**src/sv/pla_pkg.sv**
```systemverilog
`default_nettype none

package pla_pkg;

    // item function codes
    localparam logic [1:0] FUNC_HIT     = 2'd0;
    localparam logic [1:0] FUNC_SURFACE = 2'd1;
    localparam logic [1:0] FUNC_LIGHT   = 2'd2;
    localparam logic [1:0] FUNC_MISS    = 2'd3;

    // configuration register indexes
    localparam logic [2:0] CFG_BG_RED    = 3'd0;
    localparam logic [2:0] CFG_BG_GREEN  = 3'd1;
    localparam logic [2:0] CFG_BG_BLUE   = 3'd2;
    localparam logic [2:0] CFG_SPEC_GAIN = 3'd3;
    localparam logic [2:0] CFG_DIFF_GAIN = 3'd4;

    localparam logic [15:0] SPEC_GAIN_RST = 16'd179;
    localparam logic [15:0] DIFF_GAIN_RST = 16'd102;

    // fixed point constants
    localparam logic [14:0] ONE_Q14  = 15'd16384;
    localparam logic [1:0]  COMP_LAST = 2'd2;

    // shared multiplier operand widths
    localparam int MUL_A_W = 34;
    localparam int MUL_B_W = 26;
    localparam int MUL_P_W = MUL_A_W + MUL_B_W;

    // isqrt: 50-bit radicand, 25-bit root
    localparam int SQ_W   = 50;
    localparam int ROOT_W = 25;

    // divider: 39-bit numerator, 15-bit quotient
    localparam int NUM_W = 39;
    localparam int QUO_W = 15;

    typedef enum logic [4:0] {
        ST_IDLE,
        ST_SQ,
        ST_SQ_ACC,
        ST_SQRT_GO,
        ST_SQRT_WAIT,
        ST_DIV_GO,
        ST_DIV_WAIT,
        ST_NL,
        ST_NL_ACC,
        ST_R,
        ST_R_ACC,
        ST_RV,
        ST_RV_ACC,
        ST_POW,
        ST_POW_ACC,
        ST_SPEC,
        ST_SPEC_ACC,
        ST_TERM1,
        ST_TERM1_ACC,
        ST_TERM2,
        ST_TERM2_ACC,
        ST_FIN
    } st_t;

endpackage

`default_nettype wire

```
**src/sv/pla_mul.sv**
```systemverilog
`default_nettype none

module pla_mul
    import pla_pkg::*;
(
    input  wire logic                       clk,
    input  wire logic signed [MUL_A_W-1:0]  a,
    input  wire logic signed [MUL_B_W-1:0]  b,
    output logic signed [MUL_P_W-1:0]       prod_reg
);

    // registered signed product
    always_ff @(posedge clk)
    begin
        prod_reg <= a * b;
    end

endmodule

`default_nettype wire

```
**src/sv/pla_isqrt.sv**
```systemverilog
`default_nettype none

module pla_isqrt
    import pla_pkg::*;
(
    input  wire logic              clk,
    input  wire logic              rst_n,
    input  wire logic              start,
    input  wire logic [SQ_W-1:0]   x,
    output logic                   done_reg,
    output logic [ROOT_W-1:0]      root_reg
);

    logic [SQ_W-1:0]   x_reg;
    logic [ROOT_W+2:0] rem_reg;
    logic [4:0]        cnt_reg;
    logic              busy_reg;
    logic [ROOT_W+2:0] rem_sh;
    logic [ROOT_W+2:0] trial;

    // one root bit per cycle
    assign rem_sh = {rem_reg[ROOT_W:0], x_reg[SQ_W-1:SQ_W-2]};
    assign trial  = {1'b0, root_reg, 2'b01};

    always_ff @(posedge clk or negedge rst_n)
    begin
        if (!rst_n)
        begin
            busy_reg <= 1'b0;
            done_reg <= 1'b0;
            cnt_reg  <= '0;
        end
        else
        begin
            done_reg <= busy_reg && (cnt_reg == '0);
            if (start)
            begin
                busy_reg <= 1'b1;
                cnt_reg  <= 5'(ROOT_W - 1);
            end
            else if (busy_reg)
            begin
                cnt_reg <= cnt_reg - 5'd1;
                if (cnt_reg == '0)
                    busy_reg <= 1'b0;
            end
        end
    end

    // datapath
    always_ff @(posedge clk)
    begin
        if (start)
        begin
            x_reg    <= x;
            rem_reg  <= '0;
            root_reg <= '0;
        end
        else if (busy_reg)
        begin
            x_reg <= {x_reg[SQ_W-3:0], 2'b00};
            if (rem_sh >= trial)
            begin
                rem_reg  <= rem_sh - trial;
                root_reg <= {root_reg[ROOT_W-2:0], 1'b1};
            end
            else
            begin
                rem_reg  <= rem_sh;
                root_reg <= {root_reg[ROOT_W-2:0], 1'b0};
            end
        end
    end

endmodule

`default_nettype wire

```
**src/sv/pla_div.sv**
```systemverilog
`default_nettype none

module pla_div
    import pla_pkg::*;
(
    input  wire logic              clk,
    input  wire logic              rst_n,
    input  wire logic              start,
    input  wire logic [NUM_W-1:0]  num,
    input  wire logic [ROOT_W-1:0] den,
    output logic                   done_reg,
    output logic [QUO_W-1:0]       quo_reg
);

    logic [ROOT_W:0]   rem_reg;
    logic [QUO_W-1:0]  low_reg;
    logic [ROOT_W-1:0] den_reg;
    logic [3:0]        cnt_reg;
    logic              busy_reg;
    logic [ROOT_W:0]   rem_sh;

    // restoring division, quotient known to fit in QUO_W bits
    assign rem_sh = {rem_reg[ROOT_W-1:0], low_reg[QUO_W-1]};

    always_ff @(posedge clk or negedge rst_n)
    begin
        if (!rst_n)
        begin
            busy_reg <= 1'b0;
            done_reg <= 1'b0;
            cnt_reg  <= '0;
        end
        else
        begin
            done_reg <= busy_reg && (cnt_reg == '0);
            if (start)
            begin
                busy_reg <= 1'b1;
                cnt_reg  <= 4'(QUO_W - 1);
            end
            else if (busy_reg)
            begin
                cnt_reg <= cnt_reg - 4'd1;
                if (cnt_reg == '0)
                    busy_reg <= 1'b0;
            end
        end
    end

    // datapath
    always_ff @(posedge clk)
    begin
        if (start)
        begin
            rem_reg <= (ROOT_W+1)'(num[NUM_W-1:QUO_W]);
            low_reg <= num[QUO_W-1:0];
            den_reg <= den;
            quo_reg <= '0;
        end
        else if (busy_reg)
        begin
            low_reg <= {low_reg[QUO_W-2:0], 1'b0};
            if (rem_sh >= {1'b0, den_reg})
            begin
                rem_reg <= rem_sh - {1'b0, den_reg};
                quo_reg <= {quo_reg[QUO_W-2:0], 1'b1};
            end
            else
            begin
                rem_reg <= rem_sh;
                quo_reg <= {quo_reg[QUO_W-2:0], 1'b0};
            end
        end
    end

endmodule

`default_nettype wire

```
**src/sv/phong_light_accumulate.sv**
```systemverilog
`default_nettype none
// Phong point-light shading of one ray hit.
// Input channel (in_valid / in_stall): func selects hit, surface, light or
// miss. A hit item loads the hit point and base color and gives no result.
// A surface item loads normal and view vector; a light item adds its
// contribution; either gives the shaded color when last_light is set.
// A miss item gives the background color with was_miss set.
// Output channel (out_valid / out_stall) is a single output register.
// Config channel (cfg_valid / cfg_ready): cfg_ready is always high.
// An unshadowed light item uses a square root, three divides and the chain
// of products on the one shared multiplier. in_stall is high while an item
// is in work.
// When out_stall holds a result, the next result waits in the last step
// until the output register is free; no result is dropped.
// Reset clears all state and colors to zero, background to zero and the
// gains to 0.7 and 0.4.
module phong_light_accumulate
    import pla_pkg::*;
#(
    parameter int SPECULAR_EXPONENT = 10
)
(
    input  wire logic               clk,
    input  wire logic               rst_n,
    input  wire logic               in_valid,
    output logic                    in_stall,
    input  wire logic [1:0]         func,
    input  wire logic signed [23:0] vec_x,
    input  wire logic signed [23:0] vec_y,
    input  wire logic signed [23:0] vec_z,
    input  wire logic signed [16:0] aux_x,
    input  wire logic signed [16:0] aux_y,
    input  wire logic signed [16:0] aux_z,
    input  wire logic [15:0]        intensity,
    input  wire logic               shadowed,
    input  wire logic               last_light,
    output logic                    out_valid,
    input  wire logic               out_stall,
    output logic [15:0]             red,
    output logic [15:0]             green,
    output logic [15:0]             blue,
    output logic                    was_miss,
    input  wire logic               cfg_valid,
    output logic                    cfg_ready,
    input  wire logic [2:0]         cfg_index,
    input  wire logic [15:0]        cfg_data
);

    localparam int KW = $clog2(SPECULAR_EXPONENT + 1);
    localparam logic [KW-1:0] K_LAST = KW'(SPECULAR_EXPONENT - 1);

    st_t state_reg, state_next;

    logic [15:0] bg_reg [3];
    logic [15:0] ks_reg, kd_reg;

    logic signed [23:0] hit_reg   [3];
    logic signed [15:0] nrm_reg   [3];
    logic signed [15:0] view_reg  [3];
    logic [15:0]        color_reg [3];

    logic signed [24:0] d_reg [3];
    logic signed [15:0] l_reg [3];
    logic signed [21:0] r_reg [3];
    logic [1:0]         idx_reg;
    logic [15:0]        illum_reg;
    logic               emit_reg, miss_reg;
    logic [SQ_W-1:0]    sq_reg;
    logic [ROOT_W-1:0]  len_reg;
    logic signed [33:0] nl_reg;
    logic [17:0]        ndl_reg;
    logic signed [39:0] rv_reg;
    logic [14:0]        rdv_reg;
    logic [14:0]        p_reg;
    logic [KW-1:0]      k_reg;
    logic [16:0]        coeff_reg;
    logic [32:0]        acoef_reg;

    logic signed [MUL_A_W-1:0] mul_a;
    logic signed [MUL_B_W-1:0] mul_b;
    logic signed [MUL_P_W-1:0] prod_reg;
    logic                      sqrt_start, sqrt_done;
    logic [ROOT_W-1:0]         sqrt_root;
    logic                      div_start, div_done;
    logic [QUO_W-1:0]          div_quo;
    logic [NUM_W-1:0]          div_num;

    logic                in_xfer;
    logic signed [23:0]  vec_in [3];
    logic signed [16:0]  aux_in [3];
    logic signed [24:0]  d_sel, d_neg;
    logic signed [33:0]  nl_sum, nl_rnd;
    logic                nl_pos;
    logic signed [34:0]  r_t;
    logic signed [21:0]  r_new;
    logic signed [39:0]  rv_sum, rv_rnd;
    logic                rv_pos;
    logic [14:0]         rdv_new;
    logic [29:0]         pow_t;
    logic [30:0]         spec_t;
    logic [51:0]         term_t;
    logic [29:0]         term;
    logic                out_load;

    assign vec_in[0] = vec_x;
    assign vec_in[1] = vec_y;
    assign vec_in[2] = vec_z;
    assign aux_in[0] = aux_x;
    assign aux_in[1] = aux_y;
    assign aux_in[2] = aux_z;

    assign in_stall  = (state_reg != ST_IDLE);
    assign in_xfer   = in_valid && !in_stall;
    assign cfg_ready = 1'b1;

    // shared arithmetic units
    pla_mul u_mul (
        .clk      (clk),
        .a        (mul_a),
        .b        (mul_b),
        .prod_reg (prod_reg)
    );

    pla_isqrt u_isqrt (
        .clk      (clk),
        .rst_n    (rst_n),
        .start    (sqrt_start),
        .x        (sq_reg),
        .done_reg (sqrt_done),
        .root_reg (sqrt_root)
    );

    pla_div u_div (
        .clk      (clk),
        .rst_n    (rst_n),
        .start    (div_start),
        .num      (div_num),
        .den      (len_reg),
        .done_reg (div_done),
        .quo_reg  (div_quo)
    );

    // per-step combinational values
    always_comb
    begin
        d_sel   = d_reg[idx_reg];
        d_neg   = -d_sel;
        div_num = {d_sel[24] ? d_neg[23:0] : d_sel[23:0], 14'b0}
                  + NUM_W'(len_reg[ROOT_W-1:1]);
        nl_sum  = nl_reg + $signed(prod_reg[33:0]);
        nl_pos  = !nl_sum[33] && (nl_sum != '0);
        nl_rnd  = nl_sum + 34'sd8192;
        r_t     = $signed({prod_reg[33:0], 1'b0}) + 35'sd8192;
        r_new   = $signed({r_t[34], r_t[34:14]})
                  - $signed({{6{l_reg[idx_reg][15]}}, l_reg[idx_reg]});
        rv_sum  = rv_reg + $signed(prod_reg[39:0]);
        rv_pos  = !rv_sum[39] && (rv_sum != '0);
        rv_rnd  = rv_sum + 40'sd8192;
        rdv_new = (rv_rnd[39:14] > 26'(ONE_Q14)) ? ONE_Q14 : rv_rnd[28:14];
        pow_t   = prod_reg[29:0] + 30'd8192;
        spec_t  = prod_reg[30:0] + 31'd8192;
        term_t  = prod_reg[51:0] + 52'd2097152;
        term    = term_t[51:22];
    end

    // next state
    always_comb
    begin
        state_next = state_reg;
        case (state_reg)
            ST_IDLE:
            begin
                if (in_xfer)
                begin
                    case (func)
                        FUNC_HIT:     state_next = ST_IDLE;
                        FUNC_SURFACE: state_next = last_light ? ST_FIN : ST_IDLE;
                        FUNC_LIGHT:   state_next = shadowed ? ST_FIN : ST_SQ;
                        FUNC_MISS:    state_next = ST_FIN;
                        default:      state_next = ST_IDLE;
                    endcase
                end
            end
            ST_SQ:        state_next = ST_SQ_ACC;
            ST_SQ_ACC:    state_next = (idx_reg == COMP_LAST) ? ST_SQRT_GO : ST_SQ;
            ST_SQRT_GO:   state_next = ST_SQRT_WAIT;
            ST_SQRT_WAIT:
            begin
                if (sqrt_done)
                    state_next = (sqrt_root == '0) ? ST_FIN : ST_DIV_GO;
            end
            ST_DIV_GO:    state_next = ST_DIV_WAIT;
            ST_DIV_WAIT:
            begin
                if (div_done)
                    state_next = (idx_reg == COMP_LAST) ? ST_NL : ST_DIV_GO;
            end
            ST_NL:        state_next = ST_NL_ACC;
            ST_NL_ACC:
            begin
                if (idx_reg != COMP_LAST)
                    state_next = ST_NL;
                else
                    state_next = nl_pos ? ST_R : ST_FIN;
            end
            ST_R:         state_next = ST_R_ACC;
            ST_R_ACC:     state_next = (idx_reg == COMP_LAST) ? ST_RV : ST_R;
            ST_RV:        state_next = ST_RV_ACC;
            ST_RV_ACC:
            begin
                if (idx_reg != COMP_LAST)
                    state_next = ST_RV;
                else
                    state_next = rv_pos ? ST_POW : ST_SPEC;
            end
            ST_POW:       state_next = ST_POW_ACC;
            ST_POW_ACC:   state_next = (k_reg == K_LAST) ? ST_SPEC : ST_POW;
            ST_SPEC:      state_next = ST_SPEC_ACC;
            ST_SPEC_ACC:  state_next = ST_TERM1;
            ST_TERM1:     state_next = ST_TERM1_ACC;
            ST_TERM1_ACC: state_next = ST_TERM2;
            ST_TERM2:     state_next = ST_TERM2_ACC;
            ST_TERM2_ACC: state_next = ST_FIN;
            ST_FIN:
            begin
                if (!emit_reg || !out_valid || !out_stall)
                    state_next = ST_IDLE;
            end
            default:      state_next = ST_IDLE;
        endcase
    end

    // unit controls and multiplier operands
    always_comb
    begin
        mul_a      = '0;
        mul_b      = '0;
        sqrt_start = (state_reg == ST_SQRT_GO);
        div_start  = (state_reg == ST_DIV_GO);
        out_load   = (state_reg == ST_FIN) && emit_reg && (!out_valid || !out_stall);
        case (state_reg)
            ST_SQ:
            begin
                mul_a = MUL_A_W'(d_sel);
                mul_b = MUL_B_W'(d_sel);
            end
            ST_NL:
            begin
                mul_a = MUL_A_W'(nrm_reg[idx_reg]);
                mul_b = MUL_B_W'(l_reg[idx_reg]);
            end
            ST_R:
            begin
                mul_a = MUL_A_W'(nrm_reg[idx_reg]);
                mul_b = $signed({8'b0, ndl_reg});
            end
            ST_RV:
            begin
                mul_a = MUL_A_W'(r_reg[idx_reg]);
                mul_b = MUL_B_W'(view_reg[idx_reg]);
            end
            ST_POW:
            begin
                mul_a = $signed({19'b0, p_reg});
                mul_b = $signed({11'b0, rdv_reg});
            end
            ST_SPEC:
            begin
                mul_a = $signed({18'b0, ks_reg});
                mul_b = $signed({11'b0, p_reg});
            end
            ST_TERM1:
            begin
                mul_a = $signed({17'b0, coeff_reg});
                mul_b = $signed({10'b0, illum_reg});
            end
            ST_TERM2:
            begin
                mul_a = $signed({1'b0, acoef_reg});
                mul_b = $signed({8'b0, ndl_reg});
            end
            default:
            begin
                mul_a = '0;
                mul_b = '0;
            end
        endcase
    end

    // state register
    always_ff @(posedge clk or negedge rst_n)
    begin
        if (!rst_n)
            state_reg <= ST_IDLE;
        else
            state_reg <= state_next;
    end

    // configuration registers
    always_ff @(posedge clk or negedge rst_n)
    begin
        if (!rst_n)
        begin
            bg_reg[0] <= '0;
            bg_reg[1] <= '0;
            bg_reg[2] <= '0;
            ks_reg    <= SPEC_GAIN_RST;
            kd_reg    <= DIFF_GAIN_RST;
        end
        else if (cfg_valid && cfg_ready)
        begin
            case (cfg_index)
                CFG_BG_RED:    bg_reg[0] <= cfg_data;
                CFG_BG_GREEN:  bg_reg[1] <= cfg_data;
                CFG_BG_BLUE:   bg_reg[2] <= cfg_data;
                CFG_SPEC_GAIN: ks_reg    <= cfg_data;
                CFG_DIFF_GAIN: kd_reg    <= cfg_data;
                default:       ;
            endcase
        end
    end

    // shading state: hit point, normal, view and running color
    always_ff @(posedge clk or negedge rst_n)
    begin
        if (!rst_n)
        begin
            for (int i = 0; i < 3; i++)
            begin
                hit_reg[i]   <= '0;
                nrm_reg[i]   <= '0;
                view_reg[i]  <= '0;
                color_reg[i] <= '0;
            end
        end
        else if (in_xfer && (func == FUNC_HIT))
        begin
            for (int i = 0; i < 3; i++)
            begin
                hit_reg[i]   <= vec_in[i];
                color_reg[i] <= aux_in[i][16] ? 16'd0 : aux_in[i][15:0];
            end
        end
        else if (in_xfer && (func == FUNC_SURFACE))
        begin
            for (int i = 0; i < 3; i++)
            begin
                // saturate normal and negated ray direction to 16 bits
                if (vec_in[i] > 24'sd32767)
                    nrm_reg[i] <= 16'sh7FFF;
                else if (vec_in[i] < -24'sd32768)
                    nrm_reg[i] <= 16'sh8000;
                else
                    nrm_reg[i] <= vec_in[i][15:0];
                if (aux_in[i] < -17'sd32767)
                    view_reg[i] <= 16'sh7FFF;
                else if (aux_in[i] > 17'sd32768)
                    view_reg[i] <= 16'sh8000;
                else
                    view_reg[i] <= 16'(-aux_in[i]);
            end
        end
        else if (state_reg == ST_TERM2_ACC)
        begin
            for (int i = 0; i < 3; i++)
            begin
                if ((31'(color_reg[i]) + 31'(term)) > 31'd65535)
                    color_reg[i] <= 16'hFFFF;
                else
                    color_reg[i] <= color_reg[i] + term[15:0];
            end
        end
    end

    // item control
    always_ff @(posedge clk or negedge rst_n)
    begin
        if (!rst_n)
        begin
            idx_reg  <= '0;
            emit_reg <= 1'b0;
            miss_reg <= 1'b0;
            k_reg    <= '0;
        end
        else
        begin
            if (in_xfer)
            begin
                idx_reg  <= '0;
                emit_reg <= (func == FUNC_MISS) || ((func != FUNC_HIT) && last_light);
                miss_reg <= (func == FUNC_MISS);
            end
            case (state_reg)
                ST_SQ_ACC, ST_NL_ACC, ST_R_ACC, ST_RV_ACC:
                    idx_reg <= (idx_reg == COMP_LAST) ? 2'd0 : idx_reg + 2'd1;
                ST_DIV_WAIT:
                begin
                    if (div_done)
                        idx_reg <= (idx_reg == COMP_LAST) ? 2'd0 : idx_reg + 2'd1;
                end
                ST_SQRT_WAIT:
                    idx_reg <= '0;
                ST_POW:
                    k_reg <= k_reg;
                ST_POW_ACC:
                    k_reg <= k_reg + KW'(1);
                default:
                    ;
            endcase
            if (state_reg == ST_RV_ACC)
                k_reg <= '0;
        end
    end

    // light datapath registers
    always_ff @(posedge clk)
    begin
        if (in_xfer)
        begin
            for (int i = 0; i < 3; i++)
                d_reg[i] <= {vec_in[i][23], vec_in[i]} - {hit_reg[i][23], hit_reg[i]};
            illum_reg <= intensity;
            sq_reg    <= '0;
            nl_reg    <= '0;
            rv_reg    <= '0;
        end
        case (state_reg)
            ST_SQ_ACC:
                sq_reg <= sq_reg + prod_reg[SQ_W-1:0];
            ST_SQRT_WAIT:
            begin
                if (sqrt_done)
                    len_reg <= sqrt_root;
            end
            ST_DIV_WAIT:
            begin
                if (div_done)
                    l_reg[idx_reg] <= d_sel[24] ? -$signed({1'b0, div_quo})
                                                :  $signed({1'b0, div_quo});
            end
            ST_NL_ACC:
            begin
                nl_reg  <= nl_sum;
                ndl_reg <= nl_rnd[31:14];
            end
            ST_R_ACC:
                r_reg[idx_reg] <= r_new;
            ST_RV_ACC:
            begin
                rv_reg  <= rv_sum;
                rdv_reg <= rdv_new;
                p_reg   <= rv_pos ? ONE_Q14 : 15'd0;
            end
            ST_POW_ACC:
                p_reg <= pow_t[28:14];
            ST_SPEC_ACC:
                coeff_reg <= {1'b0, spec_t[29:14]} + {1'b0, kd_reg};
            ST_TERM1_ACC:
                acoef_reg <= prod_reg[32:0];
            default:
                ;
        endcase
    end

    // output register
    always_ff @(posedge clk or negedge rst_n)
    begin
        if (!rst_n)
            out_valid <= 1'b0;
        else if (out_load)
            out_valid <= 1'b1;
        else if (!out_stall)
            out_valid <= 1'b0;
    end

    always_ff @(posedge clk)
    begin
        if (out_load)
        begin
            red      <= miss_reg ? bg_reg[0] : color_reg[0];
            green    <= miss_reg ? bg_reg[1] : color_reg[1];
            blue     <= miss_reg ? bg_reg[2] : color_reg[2];
            was_miss <= miss_reg;
        end
    end

endmodule

`default_nettype wire
```
**config.mk**
```make
export PLATFORM = sky130hd
export DESIGN_NAME = phong_light_accumulate
export DESIGN_NICKNAME = d
export VERILOG_FILES = /design/src/sv/pla_pkg.sv /design/src/sv/pla_mul.sv /design/src/sv/pla_isqrt.sv /design/src/sv/pla_div.sv /design/src/sv/phong_light_accumulate.sv
export SDC_FILE = /design/constraint.sdc
export NUM_CORES = 2
export LEC_CHECK = 0
export BUFFER_PORTS_ARGS = -buffer_cell sky130_fd_sc_hd__buf_2
export CORE_UTILIZATION = 46
export CTS_BUF_LIST = sky130_fd_sc_hd__clkbuf_8
export DETAILED_ROUTE_END_ITERATION = 7
export SKIP_LAST_GASP = 1
export SYNTH_ARGS = -nofsm -noshare
export SYNTH_HDL_FRONTEND = slang
export SYNTH_SLANG_ARGS = --single-unit
```
**constraint.sdc**
```tcl
create_clock -name clk -period 10.96 [get_ports clk]
set_input_delay 0.548 -clock clk [delete_from_list [all_inputs] [get_ports clk]]
set_output_delay 0.548 -clock clk [all_outputs]
set_load 0.05 [all_outputs]
```
# == Yosys cells after proc, flatten, opt, wreduce, memory -nomap -nowiden ==
# Memory sizes are Yosys's and may differ from the RTL's.
# Index checks and enable logic that the tools add are counted.
# word_totals
reg_bits,868
ram_bits,189
inputBits,167
output_inout_bits,52
mem_count,3
# classes
add_sub_neg,32
mul,1
order_cmp,19
eq_ne,37
muxes,94
n_bitwise,2
n_reduce_logical,49
# mem_list
name,words,width,read_ports,rd_ports_with_merged_regs,wr,line,text
d_reg,3,25,1,0,3,phong_light_accumulate.sv:62,logic signed [24:0] d_reg [3];
r_reg,3,22,1,0,1,phong_light_accumulate.sv:64,logic signed [21:0] r_reg [3];
l_reg,3,16,1,0,1,phong_light_accumulate.sv:63,logic signed [15:0] l_reg [3];
# ops
cell,count
$mux 16,26
$pmux 34 s7,1
$mux 50,4
$pmux 26 s7,1
$mux 48,3
$pmux 5 s22,1
$add 16x30->31,3
$gt 31x16->1 const B,3
$mux 40,2
$sub 24x24->25,3
$gt 24x16->1 const B,3
$lt 24x16->1 const B,3
$mux 24,3
$mux 34,2
$bmux 16 s2,2
$mux 5,11
$add 52x22->52 const B,1
$mul 34x26->52,1
$gt 17x17->1 const B,3
$lt 17x16->1 const B,3
$add 50x50->50,1
$add 16x16->16,3
$neg 16->16,3
$mux 15,3
62 further kinds,145

# == Logic depth before layout (Yosys ltp) ==
# depth
depth_word,7
ltp_mapped,43
mapped_depth_nobuf,37

# == By module ==
# Synthesis repeated with hierarchy kept, for this count alone.
# hier_totals
cells_unflattened,9723
hier_area_um2,94095.2
# modules_own_cells
mod,instances,cells_each,area_per_inst_um2,seq_area_each_um2
phong_light_accumulate,1,5261,51250.4,22813.1
pla_mul,1,3469,32133.3,1201.2
pla_isqrt,1,560,5894.4,2697.6
pla_div,1,433,4817.1,2392.3

# == Worst setup path before layout ==
# No wires, ideal clock.
# synth_timing
path_kind,register to register
from,reg idx_reg[0]
to,reg u_mul.prod_reg[46]
setup_ps,127
arrival_time_ps,9841
required_time_ps,10833
setup_slack_ps,992
path_stages_with_launch,42
path_buffers,7
path_cell_list,dfrtp_1 > buf_1 > buf_2 > buf_2 > buf_2 > buf_2 > buf_1 > mux2i_1 > nor2_1 > a21oi_1 > o21ai_0 > nor3_1 > clkbuf_1 > nor2_1 > fa_1 > inv_1 > fa_1 > inv_1 > [6 not listed] > inv_1 > fa_1 > inv_1 > ha_1 > a21o_1 > a21o_1 > a21oi_1 > o21ai_0 > a21boi_0 > nand4_1 > a31oi_1 > nor2_1 > o21ai_0 > a21oi_1 > a211o_1 > a31oi_1 > o21ai_0 > xor2_1
# synth_via
elab_chain_cells,6
elab_cells_between_ends,13
# synth_lines
element,line,text
"start, declared",phong_light_accumulate.sv:65,logic [1:0] idx_reg;
"start signal, assigned",phong_light_accumulate.sv:395,idx_reg <= (idx_reg == COMP_LAST) ? 2'd0 : idx_reg + 2'd1;
"start signal, assigned",phong_light_accumulate.sv:399,idx_reg <= (idx_reg == COMP_LAST) ? 2'd0 : idx_reg + 2'd1;
$not 2->3 (implied by the code),"phong_light_accumulate.sv:249, phong_light_accumulate.sv:254, phong_light_accumulate.sv:260",
$bmux 16 s2 (on tied branches),"phong_light_accumulate.sv:249, phong_light_accumulate.sv:254, phong_light_accumulate.sv:260",
$mux 16 (on tied branches) (2 in series),"phong_light_accumulate.sv:249, phong_light_accumulate.sv:254, phong_light_accumulate.sv:260",
$pmux 34 s7 / $pmux 26 s7 (equally long branches),phong_light_accumulate.sv:241,case (state_reg)
$mul 34x26->52 (*),pla_mul.sv:15,prod_reg <= a * b;
"end signal, assigned",pla_mul.sv:15,
"end, declared",pla_mul.sv:9,output logic signed [MUL_P_W-1:0] prod_reg
# Mark *: on every way between the ends. The rest lies on a longest branch, timed or not. The select of a mux whose other input is x is not followed.
# A chain may end at the register's enable or synchronous reset.

# == Final worst setup path ==
# layout_timing
from,reg idx_reg[0]
to,reg u_mul.prod_reg[47]
# The elaborated chain is that of the path after synthesis.

==> impl_metrics.py <==
metrics = {
    "timing": {
        "slew_headroom_pct": 16.2,
        "hold_viol": 0,
        "grt_setup_unrepaired": "false",
        "finalMaxSlewViolations": 0,
        "worst_slew_pin_slew_ns": 1.25,
        "setup-violations-final": 0,
        "fmax_ghz": 0.0940,
        "clock_skew_ns": 0.101,
        "setup_tns_ns": 0,
        "whs_ns": 0.0896,
        "period_share_pct": 97.1,
        "period_needed_ns": 10.64,
    },
    "pwr": {
        "power_density_nw_per_um2": 286,
        "intPower_uw": 14300,
        "power_frac_comb_pct": 62.5,
        "ir_drop_mv": 0.150,
        "pwr-share-seq_pct": 24.1,
        "power.share.switching_pct": 49.9,
        "p_clk_share_pct": 13.4,
        "p_sw_uw": 14300,
        "p_leak_uw": 0.0453,
    },
    "yosys": {
        "synth.top_cell.area_share_pct": 20.6,
        "synth_top_flop_cell": "edfxtp_1",
        "avgSynthCellArea_um2": 9.42,
        "netlist_instances": 9525,
        "synth.largest_area_cell": "edfxtp_1",
        "synth-seq-cells": 1057,
        "synth_nets": 11000,
        "ys_seq_area_share_pct": 32.3,
        "synthTopCellsByCount": "nand2_1 (1,236), inv_1 (1,194), nor2_1 (923)",
        "synth_most_common_cell": "nand2_1",
        "synth_edf_count": 615,
        "synthArstFlopShare_pct": 30.6,
        "ys_types": 107,
        "synth.area.top_cells": "edfxtp_1 (21%), fa_1 (18%), dfrtp_1 (8.8%), ha_1 (7.1%), nand2_1 (5.2%)",
        "synth_warnings": 0,
        "synth_area_um2": 89700,
    },
    "setup_path": {
        "endpoint_kind": "flip-flop",
        "crit_path_top_delay_cell": "dfrtp_4",
        "timing.rr.start": "idx_reg[0]$_DFF_PN0_",
        "ff2ff_path_depth": 31,
        "rrSetupSlack_ns": 0.32,
        "critPathLaunch": "idx_reg[0]$_DFF_PN0_",
        "cp_common_cell": "fa_1",
        "cp.required_ns": 11.83,
        "critPathKind": "flip-flop to flip-flop",
        "rr_endpoint": "u_mul.prod_reg[47]$_DFF_P_",
        "crit_fanout": 21,
        "cp_slowest_stage_delay_ns": 0.70,
        "critPathLaunchType": "flip-flop",
        "worstPathArrival_ns": 11.51,
        "endpoint": "u_mul.prod_reg[47]$_DFF_P_",
    },
    "die": {
        "die_h_um": 444,
        "die_area_um2": 197000,
        "core_area_um2": 193000,
        "pin_count": 219,
        "start_util_pct": 46.5,
        "die_width_um": 444,
        "fp-row-count": 161,
    },
    "clock_network": {
        "cts_buffer_depth": 3,
        "cts_tree": "yes",
        "cts.sinks": 1057,
        "cts-root-buf": "clkbuf_8",
        "clkTransAtPathRegs_ns": 0.07,
        "cts_buffers": 185,
        "htreeDepth": 4,
        "cts_setup_buffers": 0,
        "insertion_delay_ns": 1.00,
    },
    "global_routing": {
        "grt.total_usage_pct": 31.3,
        "grt_pass1_wl_um": 460000,
        "grt_pass1_vias": 72900,
        "antenna_found_initial": 33,
        "grt_start_max_net_pins": 148,
        "grt_overflow": 0,
    },
    "cells_and_area": {
        "final_cell_area_um2": 100000,
        "fillCellCount": 17800,
        "fin_util_pct": 51.8,
        "final_nets": 11400,
        "syn_to_final_growth_pct": 11.4,
        "layout-drive-gt1-share_pct": 9.93,
        "largest_reg_flops": 75,
        "ff_latch_area_um2": 29000,
        "multi_input_area_um2": 55100,
    },
    "min_path": {
        "min_path_type": "primary input to flip-flop",
    },
    "status": {
        "status": "finished, final reports clean",
    },
    "place": {
        "routabilityCongestion": 0.995,
        "dp_hpwl_um": 240000,
        "io_buffers": 217,
        "dpl_cell_area_um2": 94400,
    },
    "routing": {
        "drtIter0Drc": 6965,
        "drtAntennaViolNets": 0,
        "viasPerCell": 5.73,
        "wl_per_cell_um": 24.5,
        "num_vias": 72300,
        "drcViolationCount": 0,
        "totalWireLength_um": 309000,
        "first_pass_iters": 8,
    },
    "flow_run": {
        "drv_cap": 0,
    },
}
-- metrics by stage --
step / worst slack (ns) / std cells / total power (µW)
floorplan: 0.992 / 9525 / 18400
global placement: 0.510 / 12100 / 24100
detailed placement: 0.353 / 12100 / 24300
CTS: 0.292 / 12600 / 28400
global route: 0.0205 / 12600 / 30600
finish: 0.319 / 12600 / 28600
-- final cells by class --
| cell class | count | area share, % |
|---|---|---|
| Antenna cell | 16 | 0.0400 |
| Clock buffer | 211 | 2.90 |
| Clock inverter | 139 | 0.980 |
| Inverter | 1196 | 4.50 |
| Multi-Input combinational cell | 6885 | 55.1 |
| Sequential cell | 1057 | 29.0 |
| Tap cell | 2526 | 3.16 |
| Timing Repair Buffer | 591 | 4.33 |
-- logic make-up after synthesis --
logic type               Yosys count  synth area share (%)
AO/OA/AOI/OAI                   1655                  11.6
XOR/XNOR                         517                  5.06
adder cells (fa/ha/maj)         1332                  25.5
buffers and inverters           1585                  6.69
flip-flops                      1057                  32.3
multiplexers                     312                  3.67
other                              1               0.00418
AND/OR/NAND/NOR                 3066                  15.3
-- how the worst min path moves through the flow --
stage / startpoint / slack (ns) / cells after the start / end
after global routing: cfg_data[3] / 0.06 / 2 / bg_reg[3]$_DFFE_PN0P_
after CTS: aux_y[13] / 0.01 / 4 / view_reg[29]$_DFFE_PN0P_
final: cfg_data[4] / 0.09 / 2 / bg_reg[4]$_DFFE_PN0P_
after detailed placement: len_reg[0]$_DFFE_PP_ / 0.42 / 0 / u_div.den_reg[0]$_DFFE_PP_
after global placement: len_reg[0]$_DFFE_PP_ / 0.41 / 0 / u_div.den_reg[0]$_DFFE_PP_
after floorplan: rst_n / 0.25 / 0 / bg_reg[0]$_DFFE_PN0P_
-- metal layers --
metal | vias up | GRT usage [%] | routed length, µm
li1 | 32700 | - | -
met3 | 667 | 6.03 | 25800
met4 | 24 | 14.1 | 16100
met2 | 2927 | 49.1 | 138000
met1 | 36000 | 42.0 | 128000
met5 | - | 0.513 | 280
-- power groups by stage --
stage          Combinational [µW]  Clock (µW)  Sequential [µW]
6_report                    17800        3820             6890
5_1_grt                     19500        4050             6990
4_1_cts                     17600        3890             6870
3_5_place_dp                17400           0             6930
3_3_place_gp                17100           0             6930
2_1_floorplan               11900           0             6480
-- timing repair --
action	4_1_cts	5_1_grt
gates resized for setup	0	20
endpoints found under the setup margin	0	7
hold buffers	157	0
endpoints found under the hold margin	375	0
-- critical path: cells and delay by family (launching register included) --
kind | cells | cell delay, ns
adder cells (fa/ha/maj) | 8 | 3.83
XOR/XNOR | 1 | 0.21
AO/OA/AOI/OAI | 11 | 3.59
AND/OR/NAND/NOR | 7 | 1.35
multiplexers | 1 | 0.32
buffers and inverters | 3 | 0.51
flip-flops | 1 | 0.70
-- cells in the final DEF (no fill, tap or decap), types with 119 or more instances in the layout --
cell type	netlist	final
inv_1	1194	1253
nand2_1	1236	1227
nor2_1	923	911
fa_1	824	824
edfxtp_1	615	615
ha_1	508	508
a21oi_1	502	498
o21ai_0	412	409
xnor2_1	329	329
dfrtp_1	314	310
buf_2	25	216
buf_4	1	214
clkbuf_8	0	211
xor2_1	186	186
mux2i_1	174	174
dlygate4sd3_1	0	157
nor3_1	164	156
nand3_1	146	144
mux2_2	138	138
a21o_1	134	134
dfxtp_1	119	119
(Power assumes the default switching activity.)
